`src/rtl/slir_pkg.sv`:
```
// shared constants, codes and types for the sorted list block
package slir_pkg;

	localparam int DEPTH    = 16;
	localparam int CNT_W    = $clog2(DEPTH + 1);
	localparam int VAL_W    = 32;
	localparam int POS_W    = 4;
	localparam int CMD_W    = 2;
	localparam int STATUS_W = 3;
	localparam int COUNT_W  = 5;

	typedef enum logic [CMD_W-1:0] {
		CMD_INSERT = 2'd0,
		CMD_REMOVE = 2'd1,
		CMD_READ   = 2'd2
	} cmd_t;

	typedef enum logic [STATUS_W-1:0] {
		ST_INSERTED  = 3'd0,
		ST_FULL      = 3'd1,
		ST_REMOVED   = 3'd2,
		ST_NOT_FOUND = 3'd3,
		ST_READ_OK   = 3'd4,
		ST_BAD_POS   = 3'd5
	} status_t;

	typedef enum logic {
		S_IDLE,
		S_REMOVE
	} state_t;

	// per-cycle command broadcast to every cell
	typedef struct packed {
		logic ins;
		logic rem;
	} cell_ctrl_t;

	// result produced by the sequencer, read value added at top level
	typedef struct packed {
		logic                we;
		status_t             status;
		logic [COUNT_W-1:0]  count;
		logic [COUNT_W-1:0]  removed;
	} ctrl_res_t;

	// one queued result item
	typedef struct packed {
		status_t             status;
		logic [COUNT_W-1:0]  count;
		logic [VAL_W-1:0]    read_value;
		logic [COUNT_W-1:0]  removed;
	} res_t;

endpackage

```
`src/rtl/slir_cell.sv`:
```
// one storage cell of the sorted chain: compare against the broadcast value and shift
module slir_cell
	import slir_pkg::*;
(
	input  logic                    clk,
	input  cell_ctrl_t              ctrl,
	input  logic signed [VAL_W-1:0] value,
	input  logic                    valid,
	input  logic                    tail,
	input  logic                    left_gt,
	input  logic signed [VAL_W-1:0] left_entry,
	input  logic signed [VAL_W-1:0] right_entry,
	output logic signed [VAL_W-1:0] entry,
	output logic                    gt,
	output logic                    eq
);

	logic signed [VAL_W-1:0] entry_q;
	logic                    lt;

	// compare results against the broadcast value
	assign gt    = valid && (value < entry_q);
	assign eq    = valid && (value == entry_q);
	assign lt    = entry_q < value;
	assign entry = entry_q;

	// insert shifts right from the insertion point, remove pulls left from the first match
	always_ff @(posedge clk) begin
		if (ctrl.ins) begin
			if (left_gt) begin
				entry_q <= left_entry;
			end else if (gt || tail) begin
				entry_q <= value;
			end
		end else if (ctrl.rem) begin
			if (valid && !lt) begin
				entry_q <= right_entry;
			end
		end
	end

endmodule

```
`src/rtl/slir_ctrl.sv`:
```
// sequencer: command decode, entry count, remove iteration and result codes
module slir_ctrl
	import slir_pkg::*;
(
	input  logic                    clk,
	input  logic                    arst_n,
	input  logic                    in_valid,
	output logic                    in_ready,
	input  logic [CMD_W-1:0]        command,
	input  logic signed [VAL_W-1:0] in_value,
	input  logic [POS_W-1:0]        position,
	input  logic                    any_eq,
	input  logic                    res_free,
	output cell_ctrl_t              cell_ctrl,
	output logic signed [VAL_W-1:0] cell_value,
	output logic [CNT_W-1:0]        count,
	output ctrl_res_t               res
);

	state_t                  state_q, state_d;
	logic [CNT_W-1:0]        count_q, count_d;
	logic [CNT_W-1:0]        removed_q, removed_d;
	logic signed [VAL_W-1:0] value_q;
	logic                    acc;
	logic                    full;
	logic                    pos_ok;

	assign full   = (count_q == CNT_W'(DEPTH));
	assign pos_ok = (32'(position) < 32'(count_q));
	assign acc    = in_valid && in_ready;
	assign count  = count_q;

	// cells see the live input while idle, the held value while removing
	assign cell_value = (state_q == S_REMOVE) ? value_q : in_value;

	// next state
	always_comb begin
		state_d = state_q;
		case (state_q)
			S_IDLE: begin
				if (acc && (cmd_t'(command) == CMD_REMOVE)) begin
					state_d = S_REMOVE;
				end
			end
			S_REMOVE: begin
				if (!any_eq && res_free) begin
					state_d = S_IDLE;
				end
			end
			default: state_d = S_IDLE;
		endcase
	end

	// outputs, count and removal tally
	always_comb begin
		in_ready      = 1'b0;
		cell_ctrl     = '0;
		count_d       = count_q;
		removed_d     = removed_q;
		res.we        = 1'b0;
		res.status    = ST_BAD_POS;
		res.removed   = '0;
		case (state_q)
			S_IDLE: begin
				in_ready = res_free;
				case (cmd_t'(command))
					CMD_INSERT: begin
						res.we        = acc;
						cell_ctrl.ins = acc && !full;
						res.status    = full ? ST_FULL : ST_INSERTED;
						if (acc && !full) begin
							count_d = count_q + CNT_W'(1);
						end
					end
					CMD_REMOVE: begin
						if (acc) begin
							removed_d = '0;
						end
					end
					CMD_READ: begin
						res.we     = acc;
						res.status = pos_ok ? ST_READ_OK : ST_BAD_POS;
					end
					default: begin
						res.we     = acc;
						res.status = ST_BAD_POS;
					end
				endcase
			end
			S_REMOVE: begin
				if (any_eq) begin
					cell_ctrl.rem = 1'b1;
					count_d       = count_q - CNT_W'(1);
					removed_d     = removed_q + CNT_W'(1);
				end else begin
					res.we      = res_free;
					res.status  = (removed_q == '0) ? ST_NOT_FOUND : ST_REMOVED;
					res.removed = COUNT_W'(removed_q);
				end
			end
			default: begin
				in_ready = 1'b0;
			end
		endcase
		res.count = COUNT_W'(count_d);
	end

	// control registers
	always_ff @(posedge clk or negedge arst_n) begin
		if (!arst_n) begin
			state_q   <= S_IDLE;
			count_q   <= '0;
			removed_q <= '0;
		end else begin
			state_q   <= state_d;
			count_q   <= count_d;
			removed_q <= removed_d;
		end
	end

	// held remove value
	always_ff @(posedge clk) begin
		if (acc) begin
			value_q <= in_value;
		end
	end

endmodule

```
`src/rtl/sorted_list_insert_remove.sv`:
```
// top level of the sorted list: cell chain, sequencer, read select and result queue
//
// Keeps up to DEPTH signed 32-bit entries in ascending order with a count.
// Input items arrive on s_tvalid/s_tready: s_tuser carries the command
// (insert, remove all equal, read at position), s_tdata the value and position.
// Every input item gives exactly one result item on m_tvalid/m_tready:
// m_tuser carries the status code, m_tdata the entry count after the step,
// the read value and the number of entries removed.
// Insert and read finish in the accept cycle; the result is registered into
// the result queue. Insert shifts every entry above the new value by one
// cell in the accept cycle.
// Remove holds the value at accept; the cell chain then closes the gap one
// entry per cycle until no equal entry is left, then reports once the
// result queue has room. Insert and read take one item per cycle while the
// queue has room; a remove takes no new item until it has reported.
// Results pass through a two-entry queue, so one finished result can wait on a
// stalled receiver while the next item is accepted; with both entries held,
// s_tready stays low until m_tready takes one.
// Reset (arst_n low) empties the list and the result queue; entry storage is
// not cleared, only entries below the count are ever used.
module sorted_list_insert_remove
	import slir_pkg::*;
(
	input  logic        clk,
	input  logic        arst_n,
	input  logic        s_tvalid,
	output logic        s_tready,
	input  logic [39:0] s_tdata,  // value[31:0], position[35:32], zero fill
	input  logic [1:0]  s_tuser,  // command[1:0]
	output logic        m_tvalid,
	input  logic        m_tready,
	output logic [47:0] m_tdata,  // entry_count[4:0], read_value[36:5], removed_number[41:37], zero fill
	output logic [2:0]  m_tuser   // status[2:0]
);

	logic signed [VAL_W-1:0] in_value;
	logic [POS_W-1:0]        position;
	cell_ctrl_t              cell_ctrl;
	logic signed [VAL_W-1:0] cell_value;
	logic [CNT_W-1:0]        count;
	ctrl_res_t               cres;
	res_t                    res;
	logic                    res_free;
	logic                    any_eq;

	logic signed [VAL_W-1:0] entry [DEPTH];
	logic [DEPTH-1:0]        gt;
	logic [DEPTH-1:0]        eq;
	logic [DEPTH-1:0]        valid;
	logic [DEPTH-1:0]        tail;
	logic [VAL_W-1:0]        read_sel;

	res_t out_q, skid_q;
	logic out_valid_q, skid_valid_q;
	logic pop;

	assign in_value = s_tdata[31:0];
	assign position = s_tdata[35:32];

	slir_ctrl u_ctrl (
		.clk        (clk),
		.arst_n     (arst_n),
		.in_valid   (s_tvalid),
		.in_ready   (s_tready),
		.command    (s_tuser),
		.in_value   (in_value),
		.position   (position),
		.any_eq     (any_eq),
		.res_free   (res_free),
		.cell_ctrl  (cell_ctrl),
		.cell_value (cell_value),
		.count      (count),
		.res        (cres)
	);

	// chain of cells, each linked to its two neighbors
	for (genvar i = 0; i < DEPTH; i++) begin : g_cell
		logic                    left_gt;
		logic signed [VAL_W-1:0] left_entry;
		logic signed [VAL_W-1:0] right_entry;

		assign valid[i] = (CNT_W'(i) < count);
		assign tail[i]  = (CNT_W'(i) == count);

		if (i == 0) begin : g_first
			assign left_gt    = 1'b0;
			assign left_entry = entry[i];
		end else begin : g_mid
			assign left_gt    = gt[i-1];
			assign left_entry = entry[i-1];
		end

		if (i == DEPTH - 1) begin : g_last
			assign right_entry = entry[i];
		end else begin : g_inner
			assign right_entry = entry[i+1];
		end

		slir_cell u_cell (
			.clk         (clk),
			.ctrl        (cell_ctrl),
			.value       (cell_value),
			.valid       (valid[i]),
			.tail        (tail[i]),
			.left_gt     (left_gt),
			.left_entry  (left_entry),
			.right_entry (right_entry),
			.entry       (entry[i]),
			.gt          (gt[i]),
			.eq          (eq[i])
		);
	end

	assign any_eq = |eq;

	// read select over the cells
	always_comb begin
		read_sel = '0;
		for (int i = 0; i < DEPTH; i++) begin
			if (32'(i) == 32'(position)) begin
				read_sel = read_sel | entry[i];
			end
		end
	end

	// result item assembly
	always_comb begin
		res.status     = cres.status;
		res.count      = cres.count;
		res.removed    = cres.removed;
		res.read_value = (cres.status == ST_READ_OK) ? read_sel : '0;
	end

	// two-entry result queue
	assign pop      = out_valid_q && m_tready;
	assign res_free = !skid_valid_q;

	always_ff @(posedge clk or negedge arst_n) begin
		if (!arst_n) begin
			out_valid_q  <= 1'b0;
			skid_valid_q <= 1'b0;
		end else begin
			if (pop) begin
				if (skid_valid_q) begin
					skid_valid_q <= cres.we;
				end else begin
					out_valid_q <= cres.we;
				end
			end else if (cres.we) begin
				if (!out_valid_q) begin
					out_valid_q <= 1'b1;
				end else begin
					skid_valid_q <= 1'b1;
				end
			end
		end
	end

	always_ff @(posedge clk) begin
		if (pop) begin
			if (skid_valid_q) begin
				out_q <= skid_q;
				if (cres.we) begin
					skid_q <= res;
				end
			end else if (cres.we) begin
				out_q <= res;
			end
		end else if (cres.we) begin
			if (!out_valid_q) begin
				out_q <= res;
			end else begin
				skid_q <= res;
			end
		end
	end

	// output port packing
	assign m_tvalid = out_valid_q;
	assign m_tuser  = out_q.status;
	assign m_tdata  = {6'd0, out_q.removed, out_q.read_value, out_q.count};

endmodule

```
`config.mk`:
```
export PLATFORM = sky130hd
export DESIGN_NAME = sorted_list_insert_remove
export DESIGN_NICKNAME = d
export VERILOG_FILES = /design/src/rtl/slir_pkg.sv /design/src/rtl/slir_cell.sv /design/src/rtl/slir_ctrl.sv /design/src/rtl/sorted_list_insert_remove.sv
export SDC_FILE = /design/constraint.sdc
export NUM_CORES = 2
export LEC_CHECK = 0
export ABC_AREA = 1
export BUFFER_PORTS_ARGS = -buffer_cell sky130_fd_sc_hd__buf_2
export CAP_MARGIN = 10
export CORE_MARGIN = 2
export CORE_UTILIZATION = 35
export DETAILED_ROUTE_END_ITERATION = 8
export GPL_ROUTABILITY_DRIVEN = 0
export PLACE_DENSITY = 0.53
export SLEW_MARGIN = 25
export SYNTH_ARGS = -nofsm -noshare
export SYNTH_HDL_FRONTEND = slang
export SYNTH_SLANG_ARGS = --single-unit
```
`constraint.sdc`:
```
create_clock -name clk -period 11.4 [get_ports clk]
set_clock_uncertainty 0.2 [all_clocks]
set_input_delay 1.71 -clock clk [delete_from_list [all_inputs] [get_ports clk]]
set_output_delay 1.71 -clock clk [all_outputs]
set_load 0.03 [all_outputs]
```
==> out/qor.txt <==
outcome - finished, final reports clean
CP max FO - 34
antenna violations before repair - 7
layout net count - 7219
Synth async-reset ratio - 2.01%
RSZ-0062 raised after global routing - false
CTS tree - built
Tcrit/Tclk final - 62.3%
minimum clock period - 7.10 ns
max_cap viols - 0
root buffer cell - clkbuf_16
die area - 147000 um2
Min Hold Slack - 0.336 ns
number of CTS-inserted buffers - 78
WP buf/inv - 6
via count - 48900
drt first pass iters - 6
Worst setup SP type - flop
Post-DRT Antenna Nets - 0
relative slew slack - 20.2%
clk slew on worst S/H paths - 0.06 ns
Critical Path AT - 7.27 ns
grt total ovfl - 0
crit-path cells - inv_1, buf_4, or2_2, o21ai_4, buf_4, ha_1, nand2_1, nor2_1, nand2_1, nor2_1, nand2_1, nand2_1, nand2_1, nand2_1, buf_4, nand3_1, buf_4, nand2_1, nor2_1, nor2_4, buf_4
core area - 143000 um2
CP Capture Type - flop
required time of the worst setup path - 11.57 ns
initial core utilization - 35.1%
Post-CTS Hold Buffers - 0
Sequential cell area - 19400 um2
VDD IR max - 0.176 mV
post-synthesis cell type count - 50
DRT Wirelength - 213000 um
Worst path slowest cell - dfrtp_4
P&R area growth vs syn - 11.4%
Slew @ Worst Pin - 1.20 ns
most frequent cell after synthesis - nand2_1
Row Count - 139
Fillers - 14900
ys flop type - edfxtp_1
hpwl dp - 153000 um
wire per inst - 24.7 um
global-route wire length before repair - 309000 um
Multi-input gate area - 27500 um2
# port buffers - 88
TritonCTS Sinks - 647
Synth Area per Inst - 7.50 um2
post-synthesis cell area - 50300 um2
Power Dens Cells - 163 nW/um2
FF-to-FF Start - u_ctrl.state_q
Slew Limit Fails - 0
cells after synthesis - 6707
largest net degree at the start of global routing - 194
crit path kind - flop to flop
Hold WC Path Type - flop to flop
via/cell ratio - 5.68
sequential-to-total area share from yosys stat - 38.5%
H-tree Lvls - 3
Die W - 383 um
Post-synth EDFFs - 634
vias in the first global route - 44700
Worst-Skew Late Latency - 0.70 ns
Die Ht - 383 um
Pleak - 25.9 nW
critical path's most frequent cell - nand2_1
most common library cells after synthesis - nand2_1 (2172), inv_1 (659), nand3_1 (652)
Iter 0 DRT Violations - 6686
synth warn - 0
worst hold path startpoint - skid_q[44]
post-synth top area share - 37.8%
layout cell share with drive strength beyond 1 - 7.08%
I/O Pins - 99
number of cells upsized or downsized after cts - 0
number of remaining DRC errors - 0
CP startpoint - u_ctrl.state_q
post-CTS setup buffers - 0
top post-synthesis cells by area - edfxtp_1 (38%), nand2_1 (16%), ha_1 (13%), nand3_1 (6.5%), inv_1 (4.9%)
setup_tns - 0 ns
CP delay by family, top - simple AND/OR/NAND/NOR gates
final setup fails - 0
number of synthesized register bits - 647
CTS max path bufs - 3
Synth area leader - edfxtp_1
Worst path max stage delay - 0.82 ns
GRT Total Usage - 28.2%
Max Clk Rate - 0.141 GHz
Hold Vio Cnt, Final - 0
-- layer usage --
metal  global-route usage [%]  part of all wire (%)  vias up
met4                     11.6                   4.5        8
met5                        0                 0.035        -
met2                     42.0                    42     2782
met3                     5.88                    11      426
li1                         -                     -    22700
met1                     39.4                    42    23000
-- worst register-to-register path: cells and delay by family, from the launching register on --
family	cells	cell delay (ns)
fa+ha+maj	1	0.32
buf+inv	6	2.48
compound gates	1	0.06
simple gates	13	2.87
flops	1	0.82
-- per-stage QoR --
step | setup WS, ns | instances | total power [mW] | utilization, % | cell area [um2]
2_1_floorplan | 4.66 | 6712 | 5.27 | - | 50300
3_3_place_gp | 4.36 | 8466 | 6.42 | 37.2 | 53200
3_5_place_dp | 4.44 | 8471 | 6.49 | 37.3 | 53400
4_1_cts | 4.41 | 8611 | 9.08 | 39.1 | 55900
5_1_grt | 4.09 | 8614 | 9.59 | 39.1 | 56000
6_report | 4.30 | 8615 | 9.15 | 39.1 | 56000
-- placed cells by master, fill, tap and decap left out, drive strengths merged, types with 6 or more instances in the layout --
| cell type | n |
|---|---|
| and2 | 13 |
| o221ai | 9 |
| inv | 666 |
| nor4 | 32 |
| o21ai | 246 |
| edfxtp | 634 |
| nor4b | 7 |
| nand4 | 304 |
| o21bai | 19 |
| nand2 | 2176 |
| conb | 6 |
| a211oi | 6 |
| or2 | 38 |
| buf | 232 |
| nand3b | 23 |
| nand3 | 653 |
| ha | 522 |
| bufinv | 7 |
| a21o | 7 |
| nor3 | 7 |
| dfrtp | 13 |
| o21a | 33 |
| nor2 | 450 |
| o22ai | 168 |
| a21boi | 8 |
| clkbuf | 103 |
| a21oi | 275 |
| clkinv | 29 |
-- sequential cells by signal, summed over array words and instances (netlist names) --
signal and flops:
skid_q 45, m_tvalid 1, m_tuser 3, g_cell.u_cell.entry 512, u_ctrl.value_q 32, skid_valid_q 1, u_ctrl.removed_q 5, u_ctrl.count 5
u_ctrl.state_q 1, m_tdata 42
-- report_power, final --
group	internal [mW]	total, mW	switching [mW]	leakage [nW]
sequential	2.88	3.00	0.118	5.96
clock	1.48	2.61	1.13	1.23
combinational	0.984	3.54	2.55	18.7
-- area by class of cell --
| cell class | instances | area share [%] |
|---|---|---|
| clock buffer | 103 | 3.84 |
| sequential | 647 | 34.6 |
| inverter | 667 | 4.49 |
| clock inverter | 37 | 0.661 |
| antenna | 1 | 0.00447 |
| timing repair buffer | 232 | 3.05 |
| multi-input combinational | 5025 | 49.1 |
| tap | 1903 | 4.25 |
-- cell families after synthesis --
family / synth area share (%)
AO/OA/AOI/OAI: 8.78
adder cells (fa/ha/maj): 13.0
flip-flops: 38.5
AND/OR/NAND/NOR: 31.6
buffers and inverters: 8.01
XOR/XNOR: 0.104
other: 0.00746
-- worst paths after layout --
path                                              endpoint  slack (ns)  depth (start not counted)
worst max-delay path            g_cell[13].u_cell.entry[8]        4.30                         21
worst min-delay path                            m_tuser[2]        0.34                          2
worst max register to register  g_cell[13].u_cell.entry[8]        4.30                         21
worst min register to register                  m_tuser[2]        0.34                          2
max in group asynchronous                   u_ctrl.state_q        9.95                          1
min in group asynchronous              u_ctrl.removed_q[0]        0.73                          1
No activity file was read; power rests on OpenSTA's default activity.
